File: config.mk
export PLATFORM = sky130hd
export DESIGN_NAME = dual_dds_tone_noise_burst_gen
export DESIGN_NICKNAME = d
export VERILOG_FILES = /design/src/hdl/ddtn_pkg.sv /design/src/hdl/dual_dds_tone_noise_burst_gen.sv /design/src/hdl/ddtn_sine_rom.sv /design/src/hdl/ddtn_burst_ram.sv
export SDC_FILE = /design/constraint.sdc
export NUM_CORES = 1
export LEC_CHECK = 0
export BUFFER_PORTS_ARGS = -buffer_cell sky130_fd_sc_hd__buf_4
export CORE_ASPECT_RATIO = 0.75
export CORE_MARGIN = 4
export CORE_UTILIZATION = 35
export DETAILED_ROUTE_END_ITERATION = 10
export PLACE_DENSITY_LB_ADDON = 0.2
export SETUP_SLACK_MARGIN = 0.4
export SLEW_MARGIN = 20
export SYNTH_ARGS = -nofsm -noshare
export SYNTH_HDL_FRONTEND = slang
export SYNTH_HIERARCHICAL = 1
export SYNTH_SLANG_ARGS = --single-unit
File: constraint.sdc
create_clock -name clk -period 15.6 [get_ports clk]
set_input_delay 0.78 -clock clk [delete_from_list [all_inputs] [get_ports clk]]
set_output_delay 0.78 -clock clk [all_outputs]
set_load 0.005 [all_outputs]
File: src/hdl/ddtn_pkg.sv
// Shared types, constants and the sine table of the dual DDS tone and noise burst generator.
// Depends on nothing; every other file in hdl imports this package.
`default_nettype none

package ddtn_pkg;

  // Oscillator geometry.
  localparam int TABLE_BITS = 8;
  localparam int PHASE_BITS = 16;
  localparam int FB_MULT    = 4;

  // The sine table itself always has 256 entries.
  localparam int ROM_AW    = 8;
  localparam int ROM_DEPTH = 1 << ROM_AW;

  localparam int RSH1 = (PHASE_BITS >= TABLE_BITS) ? (PHASE_BITS - TABLE_BITS) : 0;
  localparam int LSH1 = (TABLE_BITS > PHASE_BITS) ? (TABLE_BITS - PHASE_BITS) : 0;
  localparam int RSH2 = (TABLE_BITS >= ROM_AW) ? (TABLE_BITS - ROM_AW) : 0;
  localparam int LSH2 = (TABLE_BITS < ROM_AW) ? (ROM_AW - TABLE_BITS) : 0;
  localparam logic [31:0] TABLE_MASK = 32'((64'd1 << TABLE_BITS) - 64'd1);

  // Field widths of the stream payloads.
  localparam int IN_DATA_W  = 96;
  localparam int IN_USER_W  = 4;
  localparam int OUT_DATA_W = 56;

  // Item kinds.
  localparam logic [1:0] MODE_TICK  = 2'd0;
  localparam logic [1:0] MODE_ON    = 2'd1;
  localparam logic [1:0] MODE_OFF   = 2'd2;
  localparam logic [1:0] MODE_BURST = 2'd3;

  // Sources.
  localparam logic [1:0] SRC_STIM  = 2'd0;
  localparam logic [1:0] SRC_FB    = 2'd1;
  localparam logic [1:0] SRC_NOISE = 2'd2;
  localparam logic [1:0] SRC_NONE  = 2'd3;

  // Bit positions in the channel enable vector.
  localparam int EN_STIM_R  = 0;
  localparam int EN_STIM_L  = 1;
  localparam int EN_FB_R    = 2;
  localparam int EN_FB_L    = 3;
  localparam int EN_NOISE_R = 4;
  localparam int EN_NOISE_L = 5;

  localparam logic [5:0]  EN_RESET  = 6'h0F;
  localparam logic [31:0] LFSR_SEED = 32'hFEEDFACE;
  localparam logic [31:0] LFSR_TAPS = 32'h80008006;
  localparam logic [7:0]  FB_IDLE   = 8'd117;
  localparam logic [7:0]  NOISE_HI  = 8'd129;
  localparam logic [7:0]  NOISE_LO  = 8'd125;

  typedef logic [PHASE_BITS-1:0] phase_t;

  // Write port of the burst start memory.
  typedef struct packed {
    logic        we;
    logic        addr;
    logic [31:0] data;
  } burst_wr_t;

  // Read request to the sine ROM, one address per oscillator.
  typedef struct packed {
    logic              en;
    logic [ROM_AW-1:0] addr_stim;
    logic [ROM_AW-1:0] addr_fb;
  } rom_rd_t;

  localparam logic [7:0] SINE_TABLE [ROM_DEPTH] = '{
    8'h80,8'h83,8'h86,8'h89,8'h8c,8'h8f,8'h92,8'h95,8'h98,8'h9c,8'h9f,8'ha2,8'ha5,8'ha8,8'hab,8'hae,
    8'hb0,8'hb3,8'hb6,8'hb9,8'hbc,8'hbf,8'hc1,8'hc4,8'hc7,8'hc9,8'hcc,8'hce,8'hd1,8'hd3,8'hd5,8'hd8,
    8'hda,8'hdc,8'hde,8'he0,8'he2,8'he4,8'he6,8'he8,8'hea,8'hec,8'hed,8'hef,8'hf0,8'hf2,8'hf3,8'hf5,
    8'hf6,8'hf7,8'hf8,8'hf9,8'hfa,8'hfb,8'hfc,8'hfc,8'hfd,8'hfe,8'hfe,8'hff,8'hff,8'hff,8'hff,8'hff,
    8'hff,8'hff,8'hff,8'hff,8'hff,8'hff,8'hfe,8'hfe,8'hfd,8'hfc,8'hfc,8'hfb,8'hfa,8'hf9,8'hf8,8'hf7,
    8'hf6,8'hf5,8'hf3,8'hf2,8'hf0,8'hef,8'hed,8'hec,8'hea,8'he8,8'he6,8'he4,8'he2,8'he0,8'hde,8'hdc,
    8'hda,8'hd8,8'hd5,8'hd3,8'hd1,8'hce,8'hcc,8'hc9,8'hc7,8'hc4,8'hc1,8'hbf,8'hbc,8'hb9,8'hb6,8'hb3,
    8'hb0,8'hae,8'hab,8'ha8,8'ha5,8'ha2,8'h9f,8'h9c,8'h98,8'h95,8'h92,8'h8f,8'h8c,8'h89,8'h86,8'h83,
    8'h80,8'h7c,8'h79,8'h76,8'h73,8'h70,8'h6d,8'h6a,8'h67,8'h63,8'h60,8'h5d,8'h5a,8'h57,8'h54,8'h51,
    8'h4f,8'h4c,8'h49,8'h46,8'h43,8'h40,8'h3e,8'h3b,8'h38,8'h36,8'h33,8'h31,8'h2e,8'h2c,8'h2a,8'h27,
    8'h25,8'h23,8'h21,8'h1f,8'h1d,8'h1b,8'h19,8'h17,8'h15,8'h13,8'h12,8'h10,8'h0f,8'h0d,8'h0c,8'h0a,
    8'h09,8'h08,8'h07,8'h06,8'h05,8'h04,8'h03,8'h03,8'h02,8'h01,8'h01,8'h00,8'h00,8'h00,8'h00,8'h00,
    8'h00,8'h00,8'h00,8'h00,8'h00,8'h00,8'h01,8'h01,8'h02,8'h03,8'h03,8'h04,8'h05,8'h06,8'h07,8'h08,
    8'h09,8'h0a,8'h0c,8'h0d,8'h0f,8'h10,8'h12,8'h13,8'h15,8'h17,8'h19,8'h1b,8'h1d,8'h1f,8'h21,8'h23,
    8'h25,8'h27,8'h2a,8'h2c,8'h2e,8'h31,8'h33,8'h36,8'h38,8'h3b,8'h3e,8'h40,8'h43,8'h46,8'h49,8'h4c,
    8'h4f,8'h51,8'h54,8'h57,8'h5a,8'h5d,8'h60,8'h63,8'h67,8'h6a,8'h6d,8'h70,8'h73,8'h76,8'h79,8'h7c
  };

  // Top TABLE_BITS of the phase, scaled onto the 256-entry table.
  function automatic logic [ROM_AW-1:0] rom_addr(input phase_t phase);
    logic [31:0] idx;
    idx = ((32'(phase) >> RSH1) << LSH1) & TABLE_MASK;
    idx = (idx >> RSH2) << LSH2;
    return idx[ROM_AW-1:0];
  endfunction

endpackage

`default_nettype wire

File: src/hdl/dual_dds_tone_noise_burst_gen.sv
// Top level of the dual DDS tone and noise burst generator.
// Depends on ddtn_pkg, ddtn_sine_rom and ddtn_burst_ram.
`default_nettype none

// Every transaction on the input stream yields exactly one transaction on the output stream.
// The block takes one transaction per clock cycle while the output stream is not stalled.
// The burst start memory is read at the edge that accepts the input; the item then waits
// in the execute stage holding register until the output register is free, then executes
// and loads the output register. The burst start of each source lives in a small memory
// with a registered read; an item executes after its read and writes the memory at the end
// of the cycle in which it executes, and a read issued at the same edge as that write is
// forwarded, so items follow each other with no bubbles. Sample ticks (mode 0) advance both
// phase accumulators and the noise LFSR and look up the sine ROM; the looked-up samples are
// shown by the next item, so the tone fields of every result carry the samples of the
// previous tick. The noise fields carry the noise duty after the item, and the burst flags
// their value after the item. Tone on, tone off and burst update items change the step
// sizes, the channel enables, the stored ground reading and the burst state only. The output
// stream is backed by one output register; input tready is low during reset, and otherwise
// falls only when that register holds an untaken result and the execute stage is full.
module dual_dds_tone_noise_burst_gen (
  input  wire logic                               clk,
  input  wire logic                               rst,
  input  wire logic                               s_tvalid,
  output logic                                    s_tready,
  // left[0], right[1], freq[17:2], ground_level[27:18], now_time[59:28],
  // burst_period[75:60], burst_length[91:76], zero[95:92]
  input  wire logic [ddtn_pkg::IN_DATA_W-1:0]     s_tdata,
  // mode[1:0], source[3:2]
  input  wire logic [ddtn_pkg::IN_USER_W-1:0]     s_tuser,
  output logic                                    m_tvalid,
  input  wire logic                               m_tready,
  // stim_a[7:0], stim_b[15:8], fb_a[23:16], fb_b[31:24], noise_a[39:32],
  // noise_b[47:40], stim_burst_on[48], fb_burst_on[49], zero[55:50]
  output logic [ddtn_pkg::OUT_DATA_W-1:0]         m_tdata
);
  import ddtn_pkg::*;

  // Execute stage holding register.
  logic                 s1_valid;
  logic [IN_DATA_W-1:0] s1_data;
  logic [IN_USER_W-1:0] s1_user;

  logic in_acc;
  logic advance;

  // Unpacked fields of the item in the execute stage.
  logic [1:0]  mode;
  logic [1:0]  source;
  logic        left;
  logic        right;
  logic [15:0] freq;
  logic [9:0]  ground_level;
  logic [31:0] now_time;
  logic [15:0] burst_period;
  logic [15:0] burst_length;

  // Architectural state.
  phase_t      stim_phase, stim_step, fb_phase, fb_step;
  logic [31:0] lfsr;
  logic [7:0]  noise_a, noise_b;
  logic [5:0]  en;
  logic [9:0]  ground;
  logic [1:0]  burst_flag;

  // What the last tick saw, used to form the pending samples from the ROM data.
  logic [3:0]  snap_en;
  logic [7:0]  snap_gnd;

  // Next values.
  phase_t      stim_phase_next, stim_step_next, fb_phase_next, fb_step_next;
  logic [31:0] lfsr_next;
  logic [7:0]  noise_aux;
  logic [7:0]  noise_a_next, noise_b_next;
  logic [5:0]  en_next;
  logic [9:0]  ground_next;
  logic [1:0]  burst_flag_next;
  logic        do_on, do_off;
  logic        tick;

  logic [31:0] start_rd;
  logic [31:0] elapsed;
  burst_wr_t   bwr;
  rom_rd_t     rom_rd;
  logic [7:0]  rom_stim, rom_fb;

  logic [7:0]  stim_a, stim_b, fb_a, fb_b;

  assign in_acc   = s_tvalid && s_tready;
  assign advance  = s1_valid && (!m_tvalid || m_tready);
  assign s_tready = !rst && (!s1_valid || advance);

  always_ff @(posedge clk) begin
    if (rst) begin
      s1_valid <= 1'b0;
    end else if (in_acc) begin
      s1_valid <= 1'b1;
    end else if (advance) begin
      s1_valid <= 1'b0;
    end
  end

  always_ff @(posedge clk) begin
    if (in_acc) begin
      s1_data <= s_tdata;
      s1_user <= s_tuser;
    end
  end

  assign mode         = s1_user[1:0];
  assign source       = s1_user[3:2];
  assign left         = s1_data[0];
  assign right        = s1_data[1];
  assign freq         = s1_data[17:2];
  assign ground_level = s1_data[27:18];
  assign now_time     = s1_data[59:28];
  assign burst_period = s1_data[75:60];
  assign burst_length = s1_data[91:76];

  // The burst start is read when the item is accepted, keyed by the low source bit.
  ddtn_burst_ram u_burst_ram (
    .clk     (clk),
    .rst     (rst),
    .rd_en   (in_acc),
    .rd_addr (s_tuser[2]),
    .rd_data (start_rd),
    .wr      (bwr)
  );

  assign elapsed = now_time - start_rd;
  assign tick    = (mode == MODE_TICK);

  always_comb begin
    stim_phase_next = stim_phase + stim_step;
    fb_phase_next   = fb_phase + fb_step;

    if (lfsr[0]) begin
      lfsr_next = (lfsr >> 1) ^ LFSR_TAPS;
      noise_aux = NOISE_HI;
    end else begin
      lfsr_next = lfsr >> 1;
      noise_aux = NOISE_LO;
    end
    noise_a_next = en[EN_NOISE_R] ? noise_aux : noise_a;
    noise_b_next = en[EN_NOISE_L] ? noise_aux : noise_b;

    en_next         = en;
    stim_step_next  = stim_step;
    fb_step_next    = fb_step;
    ground_next     = ground;
    burst_flag_next = burst_flag;
    do_on           = 1'b0;
    do_off          = 1'b0;
    bwr.we          = 1'b0;
    bwr.addr        = source[0];
    bwr.data        = now_time;

    case (mode)
      MODE_TICK: begin
      end
      MODE_ON: begin
        do_on = 1'b1;
      end
      MODE_OFF: begin
        do_off = 1'b1;
      end
      MODE_BURST: begin
        // Only stimulus and feedback run bursts. A burst starts only while its flag is clear
        // and ends only while it is set, so it cannot also end in the same update.
        if ((source == SRC_STIM) || (source == SRC_FB)) begin
          if ((elapsed > 32'(burst_period)) && !burst_flag[source[0]]) begin
            do_on                      = 1'b1;
            bwr.we                     = advance;
            burst_flag_next[source[0]] = 1'b1;
          end else if ((elapsed > 32'(burst_length)) && burst_flag[source[0]]) begin
            do_off                     = 1'b1;
            burst_flag_next[source[0]] = 1'b0;
          end
        end
      end
      default: begin
      end
    endcase

    if (do_on) begin
      case (source)
        SRC_STIM: begin
          stim_step_next     = PHASE_BITS'(freq);
          en_next[EN_STIM_R] = right;
          en_next[EN_STIM_L] = left;
        end
        SRC_FB: begin
          fb_step_next     = PHASE_BITS'(32'(FB_MULT) * 32'(freq));
          en_next[EN_FB_R] = right;
          en_next[EN_FB_L] = left;
        end
        SRC_NOISE: begin
          en_next[EN_NOISE_R] = right;
          en_next[EN_NOISE_L] = left;
        end
        default: begin
        end
      endcase
    end

    if (do_off) begin
      case (source)
        SRC_STIM: begin
          if (right) en_next[EN_STIM_R] = 1'b0;
          if (left) en_next[EN_STIM_L] = 1'b0;
          ground_next = ground_level;
        end
        SRC_FB: begin
          if (right) en_next[EN_FB_R] = 1'b0;
          if (left) en_next[EN_FB_L] = 1'b0;
          ground_next = ground_level;
        end
        SRC_NOISE: begin
          // Tone off on the noise source inverts the selection.
          en_next[EN_NOISE_R] = !right;
          en_next[EN_NOISE_L] = !left;
        end
        default: begin
        end
      endcase
    end
  end

  always_ff @(posedge clk) begin
    if (rst) begin
      stim_phase <= '0;
      fb_phase   <= '0;
      stim_step  <= '0;
      fb_step    <= '0;
      lfsr       <= LFSR_SEED;
      noise_a    <= '0;
      noise_b    <= '0;
      en         <= EN_RESET;
      ground     <= '0;
      burst_flag <= '0;
      snap_en    <= 4'hF;
      snap_gnd   <= '0;
    end else if (advance) begin
      stim_step  <= stim_step_next;
      fb_step    <= fb_step_next;
      en         <= en_next;
      ground     <= ground_next;
      burst_flag <= burst_flag_next;
      if (tick) begin
        stim_phase <= stim_phase_next;
        fb_phase   <= fb_phase_next;
        lfsr       <= lfsr_next;
        noise_a    <= noise_a_next;
        noise_b    <= noise_b_next;
        snap_en    <= en[3:0];
        snap_gnd   <= ground[9:2];
      end
    end
  end

  // A tick looks up both oscillators at their advanced phases.
  assign rom_rd.en        = advance && tick;
  assign rom_rd.addr_stim = rom_addr(stim_phase_next);
  assign rom_rd.addr_fb   = rom_addr(fb_phase_next);

  ddtn_sine_rom u_sine_rom (
    .clk       (clk),
    .rst       (rst),
    .rd        (rom_rd),
    .data_stim (rom_stim),
    .data_fb   (rom_fb)
  );

  // Pending samples of the last tick. Note the feedback channels are crossed:
  // fb_a follows the left enable and fb_b the right one.
  assign stim_a = snap_en[EN_STIM_R] ? rom_stim : snap_gnd;
  assign stim_b = snap_en[EN_STIM_L] ? rom_stim : snap_gnd;
  assign fb_a   = snap_en[EN_FB_L] ? rom_fb : FB_IDLE;
  assign fb_b   = snap_en[EN_FB_R] ? rom_fb : FB_IDLE;

  always_ff @(posedge clk) begin
    if (rst) begin
      m_tvalid <= 1'b0;
    end else if (advance) begin
      m_tvalid <= 1'b1;
    end else if (m_tready) begin
      m_tvalid <= 1'b0;
    end
  end

  always_ff @(posedge clk) begin
    if (advance) begin
      m_tdata <= {6'd0, burst_flag_next[1], burst_flag_next[0],
                  (tick ? noise_b_next : noise_b), (tick ? noise_a_next : noise_a),
                  fb_b, fb_a, stim_b, stim_a};
    end
  end

  // The Galois LFSR starts from a nonzero seed and must never fall into the all-zero state.
  a_lfsr_nonzero: assert property (@(posedge clk) disable iff (rst) lfsr != '0)
    else $error("noise LFSR reached zero");

  // A tick must capture the channel enables it saw for the pending samples.
  a_tick_snap: assert property (@(posedge clk) disable iff (rst)
    (advance && tick) |=> (snap_en == $past(en[3:0])))
    else $error("tick did not capture the tone enables");

  // A stimulus burst only starts together with a write of its start time.
  a_burst_start_wr: assert property (@(posedge clk) disable iff (rst)
    $rose(burst_flag[0]) |-> $past(bwr.we && (bwr.addr == 1'b0)))
    else $error("stimulus burst started without a start time write");

  // The execute stage never drops an item while the output is stalled.
  a_s1_hold: assert property (@(posedge clk) disable iff (rst)
    (s1_valid && !advance) |=> s1_valid)
    else $error("execute stage lost an item");

endmodule

`default_nettype wire

File: src/hdl/ddtn_sine_rom.sv
// Registered sine ROM with one read address per oscillator.
// Depends on ddtn_pkg for the table contents and the request type.
`default_nettype none

module ddtn_sine_rom (
  input  wire logic             clk,
  input  wire logic             rst,
  input  wire ddtn_pkg::rom_rd_t rd,
  output logic [7:0]            data_stim,
  output logic [7:0]            data_fb
);
  import ddtn_pkg::*;

  // Both outputs start at zero so that the samples shown before the first tick are zero.
  always_ff @(posedge clk) begin
    if (rst) begin
      data_stim <= '0;
      data_fb   <= '0;
    end else if (rd.en) begin
      data_stim <= SINE_TABLE[rd.addr_stim];
      data_fb   <= SINE_TABLE[rd.addr_fb];
    end
  end

endmodule

`default_nettype wire

File: src/hdl/ddtn_burst_ram.sv
// Two-entry burst start memory, one read and one write port, registered read data.
// Depends on ddtn_pkg for the write port type. Reads see a write of the same edge.
`default_nettype none

module ddtn_burst_ram (
  input  wire logic               clk,
  input  wire logic               rst,
  input  wire logic               rd_en,
  input  wire logic               rd_addr,
  output logic [31:0]             rd_data,
  input  wire ddtn_pkg::burst_wr_t wr
);
  import ddtn_pkg::*;

  logic [31:0] mem [2];
  logic [1:0]  valid;

  always_ff @(posedge clk) begin
    if (wr.we) begin
      mem[wr.addr] <= wr.data;
    end
  end

  // Entries read as zero until first written.
  always_ff @(posedge clk) begin
    if (rst) begin
      valid <= '0;
    end else if (wr.we) begin
      valid[wr.addr] <= 1'b1;
    end
  end

  always_ff @(posedge clk) begin
    if (rd_en) begin
      if (wr.we && (wr.addr == rd_addr)) begin
        rd_data <= wr.data;
      end else if (valid[rd_addr]) begin
        rd_data <= mem[rd_addr];
      end else begin
        rd_data <= '0;
      end
    end
  end

endmodule

`default_nettype wire
# Word level (Yosys, flattened, before mapping)
# Memory sizes are Yosys's and may differ from the RTL's. A register that Yosys moved wholly into a read port is not among the register bits.
# Index checks and enable logic that the tools add are counted.
[word_totals] register_bits=322 ram_bits=64 romBits=4096 input_bits=104 out_inout_bits=58 word_cells=119 n_memories=3
[memory_table] name="(name not given)" depth=256 word_bits=8 read_ports=1 rd_clocked_by_memory_dff=1 wr=0 line_no="ddtn_sine_rom.sv:21" text="data_fb <= SINE_TABLE[rd.addr_fb];"
[memory_table] name="(name not given)" depth=256 word_bits=8 read_ports=1 rd_clocked_by_memory_dff=1 wr=0 line_no="ddtn_sine_rom.sv:20" text="data_stim <= SINE_TABLE[rd.addr_stim];"
[memory_table] name="u_burst_ram.mem" depth=2 word_bits=32 read_ports=1 rd_clocked_by_memory_dff=0 wr=1 line_no="ddtn_burst_ram.sv:15" text="logic [31:0] mem [2];"
[op_classes] n_addsub=3 magnitude_cmp=5 n_eq_ne=6 n_mux=48 n_bitwise=7 reduce_logical=26
[op_table] cell="32-bit two-way mux" n=3
[op_table] cell="32-bit by 16-bit greater-than comparator with 1-bit output" n=2
[op_table] cell="8-bit two-way mux" n=7
[op_table] cell="16-bit adder" n=2
[op_table] cell="32-bit subtractor" n=1
[op_table] cell="1-bit two-way mux" n=23
[op_table] cell="2-bit two-way mux" n=10
[op_table] cell="8-bit NOT with 9-bit output" n=2
[op_table] cell="6-bit two-way mux" n=2
[op_table] cell="3-bit AND reduction" n=3
[op_table] cell="1-bit logical AND" n=8
[op_table] cell="2-bit equality test, second input constant" n=3
[op_table] cell="1-bit logical NOT" n=6
[op_table] cell="2-bit by 1-bit equality test with 1-bit output, second input constant" n=2
[op_table] cell="2-bit logical NOT" n=2
[op_table] cell="1-bit by 2-bit < comparator with 1-bit output, second input constant" n=2
[op_table] cell="3-bit NOT with 4-bit output" n=1
[op_table] cell="2-bit OR" n=2
[op_table] cell="1-bit one-hot mux with 2 select lines" n=2
[op_table] cell="2-bit nonzero test" n=2
[op_table] cell="1-bit logical OR" n=3
[op_table] cell="2-bit AND" n=1
[op_table] cell="2-bit NOT" n=1
[op_table] cell="2-bit AND reduction" n=1
[op_table] cell="other kinds (4)" n=4

# Longest topological paths before layout
# Gate-level depths: netlist of run 1.
[depth] depth_word=11 depth_mapped=23

# Hierarchy
# The synthesis of run 1 kept the hierarchy.
[by_module_without_submodules] mod="dual_dds_tone_noise_burst_gen" n_inst=1 cells_per_inst=1387 area_per_inst_um2=14256.2 seq_area_each_um2=7086.8
[by_module_without_submodules] mod="ddtn_sine_rom" n_inst=1 cells_per_inst=708 area_per_inst_um2=4598.2 seq_area_each_um2=320.3
[by_module_without_submodules] mod="ddtn_burst_ram" n_inst=1 cells_per_inst=213 area_per_inst_um2=4010.1 seq_area_each_um2=2922.8

# Worst setup path before layout of run 1
# Ideal clock, no wire load.
[synth_timing] kind="reg2reg" startpoint="reg s1_data[28]" endpoint="mem u_burst_ram.mem[0][0], enable pin" setup_ns=0.426 arrival_ns=4.957 required_ns=15.174 path_slack_ns=10.217 path_stages_with_launch=22 cell_sequence="edfxtp_1 > inv_1 > ha_1 > fa_1 > nand2b_1 > a21oi_1 > nor2b_1 > o21bai_1 > a21oi_1 > xnor2_1 > ha_1 > a21o_1 > a21o_1 > a21oi_1 > o21ai_0 > a311oi_1 > or3_1 > nand3_1 > o21ai_0 > nand2b_1 > nor2_1 > nor2b_1"
[synth_rtl] item="start: declaration" line_no="dual_dds_tone_noise_burst_gen.sv:40" text="logic [IN_DATA_W-1:0] s1_data;"
[synth_rtl] item="start signal: assignment" line_no="dual_dds_tone_noise_burst_gen.sv:104" text="s1_data <= s_tdata;"
[synth_rtl] item="end: declaration" line_no="ddtn_burst_ram.sv:15"

==> metrics.md, run 1 <==
| Metric | Value |
|---|---|
| WP buf/inv | 0 |
| Crit end category | flip-flop |
| Tcrit/Tclk final | a little over a third |
| Fin. max-slew vios | 0 |
| Max stage delay cell, worst path | nand2_4 |
| WP data required | 15.92 ns |
| IO Count | around 160 |
| Clk sinks | around 400 |
| DP Cell Count | 3207 |
| Most frequent CP cell | o21ai_0 |
| Top cell family by delay on the critical path | compound AO/OA/AOI/OAI gates |
| MaxCap Viol Count | 0 |
| Seq cells post-synth | a little under 400 |
| Post-Route Utilization | between 40% and 50% |
| Area Overhead vs Synth | 13.2% |
| Max stage delay on crit path | 0.49 ns |
| Cell area after layout | approximately 0.026 sq mm |
| Post-synth EDFFs | 240 |
| CTS Buf Count | between 40 and 50 |
| RSZ-0062 raised after global routing | false |
| Post-CTS Setup Repair Bufs | 0 |
| Finish-stage setup viols | 0 |
| Arrival time worst endpoint | 5.98 ns |
| Distinct cells, synth | 110 |
| CTS tree | done |
| Total power per unit cell area | around 91 mW/mm^2 |
| Hold Crit Start | s_tdata[44] |
| Clock-pin slew on the worst setup and hold paths | roughly 0.070 ns |
| H-Tree Depth | 2 |
| Worst min path class | input pin to flip-flop |
| Fin. Hold Viols | 0 |
| Synth Area per Inst | 9.91 sq um |
| Sequential share of the synthesized area | 45.2% |
| Largest net degree at the start of global routing | between 80 and 90 |
| P_leak | about 10 nW |
| Setup TNS | 0 ns |
| Clock Tree Buf Depth | 3 |
| Root Buffer | clkbuf_16 |
| # rows | 80 |
| Sequential Power Share | about half |
| CP Launch Type | flip-flop |
| DRC viols | 0 |
| Comb pwr share | 9.7% |
| Crit Path Max Fanout | 32 |
| Max frequency | between 0.15 and 0.2 GHz |
| DR iter-0 viols | 1593 |
| Period minus WS final | between 5 and 6 ns |
| Relative slew slack | between 30% and 40% |
| Most frequent cells in the layout | edfxtp_1, nand2_1, nor2_1, a21oi_1, buf_4 |
| Share of cells above drive strength 1 | between 10 and 15% |
| Clk pwr share | approximately two fifths |
| YS warnings | 6 |
| Total grt overflow | 0 |
| Post_cts resized | 0 |
| R2R Path Start | s1_data[31] |
| Post-route ant nets | 0 |
| Final nets | about 2.6k |
| Mapped Cells | between 2k and 2.5k |
| Sw Pwr | just under 0.6 mW |
| DP Area | between 0.02 and 0.025 sq mm |
| Cell Chain, Critical Path | ha_1 > a21oi_1 > nor2b_4 > o31a_1 > o21ai_0 > a21boi_0 > ha_1 > a21o_1 > a21o_1 > a21oi_1 > o21ai_0 > a311oi_1 > or3_1 > nand3_1 > o21ai_0 > nand2b_1 > nor2_1 > nand2_4 > mux2_2 |
| Die area | 0.0695 sq mm |
| Status | finished, final reports clean |
| Synth Flop Type | edfxtp_1 |
| P_int | 1.78 mW |
| Initial Util | a little over a third |
| Total iterations of the first detailed-routing run | 5 |
| FFs w/ async S/R, synth | 0% |
| Worst skew pair latency | between 0.5 and 0.6 ns |
| Netlist Area Pre-Place | 0.0229 sq mm |
| Worst Setup SP | s1_data[31] |
| Layout Cells excl Fill | 3287 |
| Layout fillers | slightly above 6k |
| Max Clock Skew | roughly 0.021 ns |
| Design Power | roughly 2.4 mW |
| DR WL/cell | approximately 19 um |
| First-pass GRT wire length | between 90000 and 100000 um |
| GP Congestion | 0.912 |
| Initial antenna violation count | 6 |
| Tightest Pin Transition | around 0.91 ns |
| Peak supply drop | slightly above 0.00007 V |
| Vias in the first global route | ~17k |
| Switching Fraction | 24.9% |
| WS Path Type | flip-flop to flip-flop |
| Buffers on Ports | about 150 |
| Drt total wl | 62600 um |
| Hpwl dp | 43800 um |
| Die height | about 230 um |
| Core area | about 0.064 sq mm |
| Via-per-instance ratio | 5.34 |
| Hold buffers post-CTS | 0 |
| Commonest non-fill, non-tap cell in the layout | edfxtp_1 |
| GRT Total Usage | about 18% |
| Via count | around 18k |
| Chip width | between 300 and 400 um |
worst reg2reg max path, cell delays in order (launching register included):
cell and delay [ns]:
edfxtp_1 0.44, ha_1 0.38, a21oi_1 0.24, nor2b_4 0.08, o31a_1 0.32, o21ai_0 0.37
a21boi_0 0.44, ha_1 0.34, a21o_1 0.16, a21o_1 0.17, a21oi_1 0.13, o21ai_0 0.16
a311oi_1 0.27, or3_1 0.21, nand3_1 0.09, o21ai_0 0.35, nand2b_1 0.20, nor2_1 0.10
nand2_4 0.49, mux2_2 0.46
final timing paths:
check / to / slack (ns) / cells after the start
min reg2reg: lfsr[4] / 0.45 / 2
max reg2reg: u_burst_ram/rd_data[31] / 9.95 / 19
min: s1_data[44] / 0.37 / 1
max: u_burst_ram/rd_data[31] / 9.95 / 19
cells in the mapped netlist (31+ instances only):
cell type | number | area, sq um
nand3_1 | 36 | 180
o21ai_0 | 101 | 505
nand2_1 | 227 | 852
nor3_1 | 42 | 210
nor2_1 | 207 | 777
mux2i_1 | 82 | 821
nand2b_1 | 70 | 438
dfxtp_1 | 156 | 3120
a21oi_1 | 180 | 901
inv_1 | 113 | 424
ha_1 | 115 | 1440
nor2b_1 | 37 | 231
clkbuf_1 | 67 | 251
edfxtp_1 | 240 | 7210
nand3b_1 | 33 | 248
a211oi_1 | 31 | 233
xnor2_1 | 32 | 280
layer usage:
| metal | global-route usage, % | part of all wire [%] | up-vias |
|---|---|---|---|
| met5 | 0 | 0.11 | - |
| met1 | 27.2 | 50 | 8437 |
| met4 | 4.30 | 2.0 | 10 |
| li1 | - | - | 8537 |
| met3 | 4.54 | 7.6 | 79 |
| met2 | 24.2 | 40 | 495 |
registers in the layout (all words and copies together) (netlist names):
name                  flops
stim_step                16
snap_gnd                  8
ground                    8
s1_valid                  1
u_sine_rom/data_fb        8
u_burst_ram/mem          64
noise_a                   8
u_burst_ram/valid         2
m_tdata                  50
fb_step                  14
lfsr                     32
u_sine_rom/data_stim      8
snap_en                   4
s1_user                   4
noise_b                   8
stim_phase               16
fb_phase                 14
en                        6
m_tvalid                  1
u_burst_ram/rd_data      32
burst_flag                2
s1_data                  90
cell type report:
class,count,area (sq um),share of cell area (%)
antenna,1,2.50,0.00967
clock buffer,53,1140,4.42
clock inverter,25,201,0.778
inverter,114,428,1.65
multi-input combinational,1659,11300,43.8
sequential,396,10300,39.9
tap,861,1080,4.16
timing repair buffer,178,1350,5.21
logic make-up after synthesis:
kind of cell | share of synthesized area [%]
AOI/OAI and AO/OA | 16.7
xor gates and xnor gates | 1.98
adders and majority gates | 6.56
buffers and inverters | 5.67
DFF | 45.2
muxes | 7.04
other | 0.0164
and+or+nand+nor | 16.9
power groups by stage:
stage          Combinational (mW)  Sequential, mW  Clock [mW]
2_1_floorplan               0.156            1.17           0
3_3_place_gp                0.223            1.18           0
3_5_place_dp                0.227            1.18           0
4_1_cts                     0.228            1.15        1.02
5_1_grt                     0.253            1.16        1.06
6_report                    0.229            1.15       0.984
stage by stage:
step | hold WS (ns) | worst slack [ns]
after floorplan | 0.431 | 10.22
after global placement | 0.438 | 9.74
after detailed placement | 0.445 | 9.67
after CTS | 0.325 | 9.63
after global routing | 0.339 | 9.53
final | 0.374 | 9.95
Note: power is estimated with default switching activity, not from simulation.
==> inputs of run 2 (changes only) <==
==> constraint.sdc (replaced) <==
create_clock -name clk -period 4.5 [get_ports clk]
set_input_delay 0.225 -clock clk [delete_from_list [all_inputs] [get_ports clk]]
set_output_delay 0.225 -clock clk [all_outputs]
set_load 0.005 [all_outputs]
==> run 2 against run 1 <==
  * The flow now finishes with violations (negative setup slack)
  * Register-to-register slack worse by 10 ns
  * Utilization up 6.8 points
  * Setup slack worse by 10 ns
  * Worst hold slack worse by 0.26 ns
==> metrics.md, run 2 (same netlist as run 1, synthesis figures left out) <==
| Metric | Value |
|---|---|
| Status | finished with violations (was finished, final reports clean) |
| Failing checks | negative setup slack |
| MaxCap Viol Count | 0 (unchanged) |
| Core area | 0.0642 sq mm (unchanged) |
| First-pass GRT wire length | 107000 um (was 97500 um) |
| Largest net degree at the start of global routing | 127 (was 86) |
| # rows | 80 (unchanged) |
| Met2 Use GR | 27.8% (was 24.2%) |
| Layout Cells excl Fill | 3597 (was 3287) |
| Worst skew pair latency | 0.59 ns (was 0.58 ns) |
| Arrival time worst endpoint | 4.87 ns (was 5.98 ns) |
| DRC viols | 0 (unchanged) |
| Crit end category | flip-flop (unchanged) |
| Share of cells above drive strength 1 | 27.1% (was 14.9%) |
| Via count | 19.1k (was 17.6k) |
| Chip width | 303 um (unchanged) |
| Die height | 229 um (unchanged) |
| Finish-stage setup viols | 15 (was 0) |
| Peak supply drop | 0.000243 V (was 0.0000721 V) |
| WS Path Type | flip-flop to flip-flop (unchanged) |
| Initial antenna violation count | 3 (was 6) |
| Post-Route Utilization | 47.1% (was 40.3%) |
| Drt total wl | 71100 um (was 62600 um) |
| DP Area | 0.0257 sq mm (was 0.0245 sq mm) |
| Layout fillers | 5841 (was 6198) |
| Setup TNS | -0.173 ns (was 0 ns) |
| Final nets | 2919 (was 2614) |
| GRT Total Usage | 19.5% (was 17.6%) |
| Buffers on Ports | 149 (unchanged) |
| GR Layer Usage met3 | 5.02% (was 4.54%) |
| P_leak | 12.2 nW (was 10.3 nW) |
| CP Launch Type | flip-flop (unchanged) |
| Total grt overflow | 0 (unchanged) |
| CTS Buf Count | 44 (was 43) |
| RSZ-0062 raised after global routing | true (was false) |
| Max stage delay cell, worst path | edfxtp_1 (was nand2_4) |
| Max frequency | 0.220 GHz (was 0.177 GHz) |
| H-Tree Depth | 2 (unchanged) |
| Initial Util | 35.6% (unchanged) |
| Place WS | -0.156 ns (was 9.67 ns) |
| Hpwl dp | 47700 um (was 43800 um) |
| DR iter-0 viols | 1407 (was 1593) |
| CTS tree | done (unchanged) |
| Top flop regs | s1_data (90), u_burst_ram/mem (64), m_tdata (50) (unchanged) |
| Reg with most FFs | s1_data (unchanged) |
| GP Congestion | 0.891 (was 0.912) |
| Fin. Hold Viols | 0 (unchanged) |
| Commonest non-fill, non-tap cell in the layout | buf_4 (was edfxtp_1) |
| DR WL/cell | 19.8 um (was 19.1 um) |
| Met1 Use GR | 29.6% (was 27.2%) |
| DP Cell Count | 3327 (was 3207) |
| Fin. max-slew vios | 0 (unchanged) |
| WP data required | 4.83 ns (was 15.92 ns) |
| Final worst setup slack | -0.0355 ns (was 9.95 ns) |
| Cell area after layout | 0.0302 sq mm (was 0.0259 sq mm) |
| Root Buffer | clkbuf_16 (unchanged) |
| Max Clock Skew | 0.0226 ns (was 0.0210 ns) |
| IO Count | 162 (unchanged) |
| Clock Tree Buf Depth | 3 (unchanged) |
| Worst min path class | input pin to flip-flop (unchanged) |
| Worst hold slack | 0.111 ns (was 0.374 ns) |
| Max reg flops | 90 (unchanged) |
| Tightest Pin Transition | 0.918 ns (was 0.911 ns) |
| Relative slew slack | 38.8% (was 39.3%) |
| WP buf/inv | 2 (was 0) |
| Layer with the highest usage | met1 (unchanged) |
| Via-per-instance ratio | 5.31 (was 5.34) |
| Crit Path Max Fanout | 8 (was 32) |
| Total iterations of the first detailed-routing run | 5 (unchanged) |
| Post-route ant nets | 0 (unchanged) |
| Design Power | 8.93 mW (was 2.37 mW) |
| Total power per unit cell area | 295 mW/mm^2 (was 91.4 mW/mm^2) |
| Vias in the first global route | 18.3k (was 16.9k) |
| Clk sinks | 396 (unchanged) |
| Period minus WS final | 4.54 ns (was 5.65 ns) |
| Top cell family by delay on the critical path | compound AO/OA/AOI/OAI gates (unchanged) |
| Clock-pin slew on the worst setup and hold paths | 0.07 ns (about the same) |
| Most frequent cells in the layout | buf_4, edfxtp_1, nand2_1, nor2_1, a21oi_1 (was edfxtp_1, nand2_1, nor2_1, a21oi_1, buf_4) |
| Tcrit/Tclk final | 101% (was 36.2%) |
| Area Overhead vs Synth | 32.3% (was 13.2%) |
| Max stage delay on crit path | 0.42 ns (was 0.49 ns) |
| Die area | 0.0695 sq mm (unchanged) |
| Cell Chain, Critical Path | ha_4 > fa_2 > nand2b_4 > a21oi_4 > buf_4 > o211ai_1 > nand2_1 > xor2_2 > ha_1 > a21o_1 > a21oi_2 > o21ai_2 > a311oi_2 > or3_4 > nand3_2 > o21ai_2 > nand2b_4 > nor2_4 > nand2_8 > buf_12 > mux2_2 (was ha_1 > a21oi_1 > nor2b_4 > o31a_1 > o21ai_0 > a21boi_0 > ha_1 > a21o_1 > a21o_1 > a21oi_1 > o21ai_0 > a311oi_1 > or3_1 > nand3_1 > o21ai_0 > nand2b_1 > nor2_1 > nand2_4 > mux2_2) |
[run 2: changes by cell type in the layout (fill, tap and decap cells not counted), moves of 11 or more]
cell           delta
buf_4           +156
dlygate4sd3_1    +96
a21oi_1          -24
a21oi_2          +22
buf_6            +20
o21ai_0          -18
ha_1             -17
buf_12           +16
ha_4             +13
a211oi_1         -11
a211oi_2         +11
[run 2: final cells by class]
| cell class | count | area (sq um) | share of cell area [%] |
|---|---|---|---|
| multi-input combinational | 1659 | 12400 | 40.8 |
| sequential | 396 | 10300 | 34.2 |
| timing repair buffer | 482 | 4450 | 14.7 |
| clock buffer | 58 | 1240 | 4.12 |
| tap | 861 | 1080 | 3.56 |
| inverter | 114 | 432 | 1.43 |
| clock inverter | 24 | 348 | 1.15 |
| antenna | 3 | 7.51 | 0.0248 |
[run 2: power by group]
part / switching [mW] / total [mW] / internal, mW
sequential: 0.0577 / 4.00 / 3.94
clock: 1.58 / 3.90 / 2.33
combinational: 0.543 / 1.03 / 0.488
total: 2.18 / 8.93 / 6.76
[run 2: what timing repair did]
action | CTS | global route
hold buffers | 96 | 0
pin swaps | 26 | 82
hold endpoints to repair | 95 | 0
cloned | 8 | 5
buffers inserted | 34 | 42
gates resized for setup | 64 | 174
endpoints found under the setup margin | 154 | 156
[run 2: layer usage]
| metal | vias to the layer above | share of wire (%) |
|---|---|---|
| li1 | 9178 | - |
| met1 | 9229 | 49 |
| met2 | 617 | 42 |
| met3 | 91 | 7.9 |
| met4 | 0 | 1.8 |
| met5 | - | 0 |
[run 2: path summary, 6_finish.rpt]
kind | startpoint | to | slack [ns] | cells after the start
setup / recovery | u_burst_ram/rd_data[0] | u_burst_ram/rd_data[31] | -0.04 | 21
hold / removal | s_tuser[2] | s1_user[2] | 0.11 | 1
hold reg to reg | lfsr[25] | lfsr[24] | 0.45 | 2
setup reg to reg | u_burst_ram/rd_data[0] | u_burst_ram/rd_data[31] | -0.04 | 21
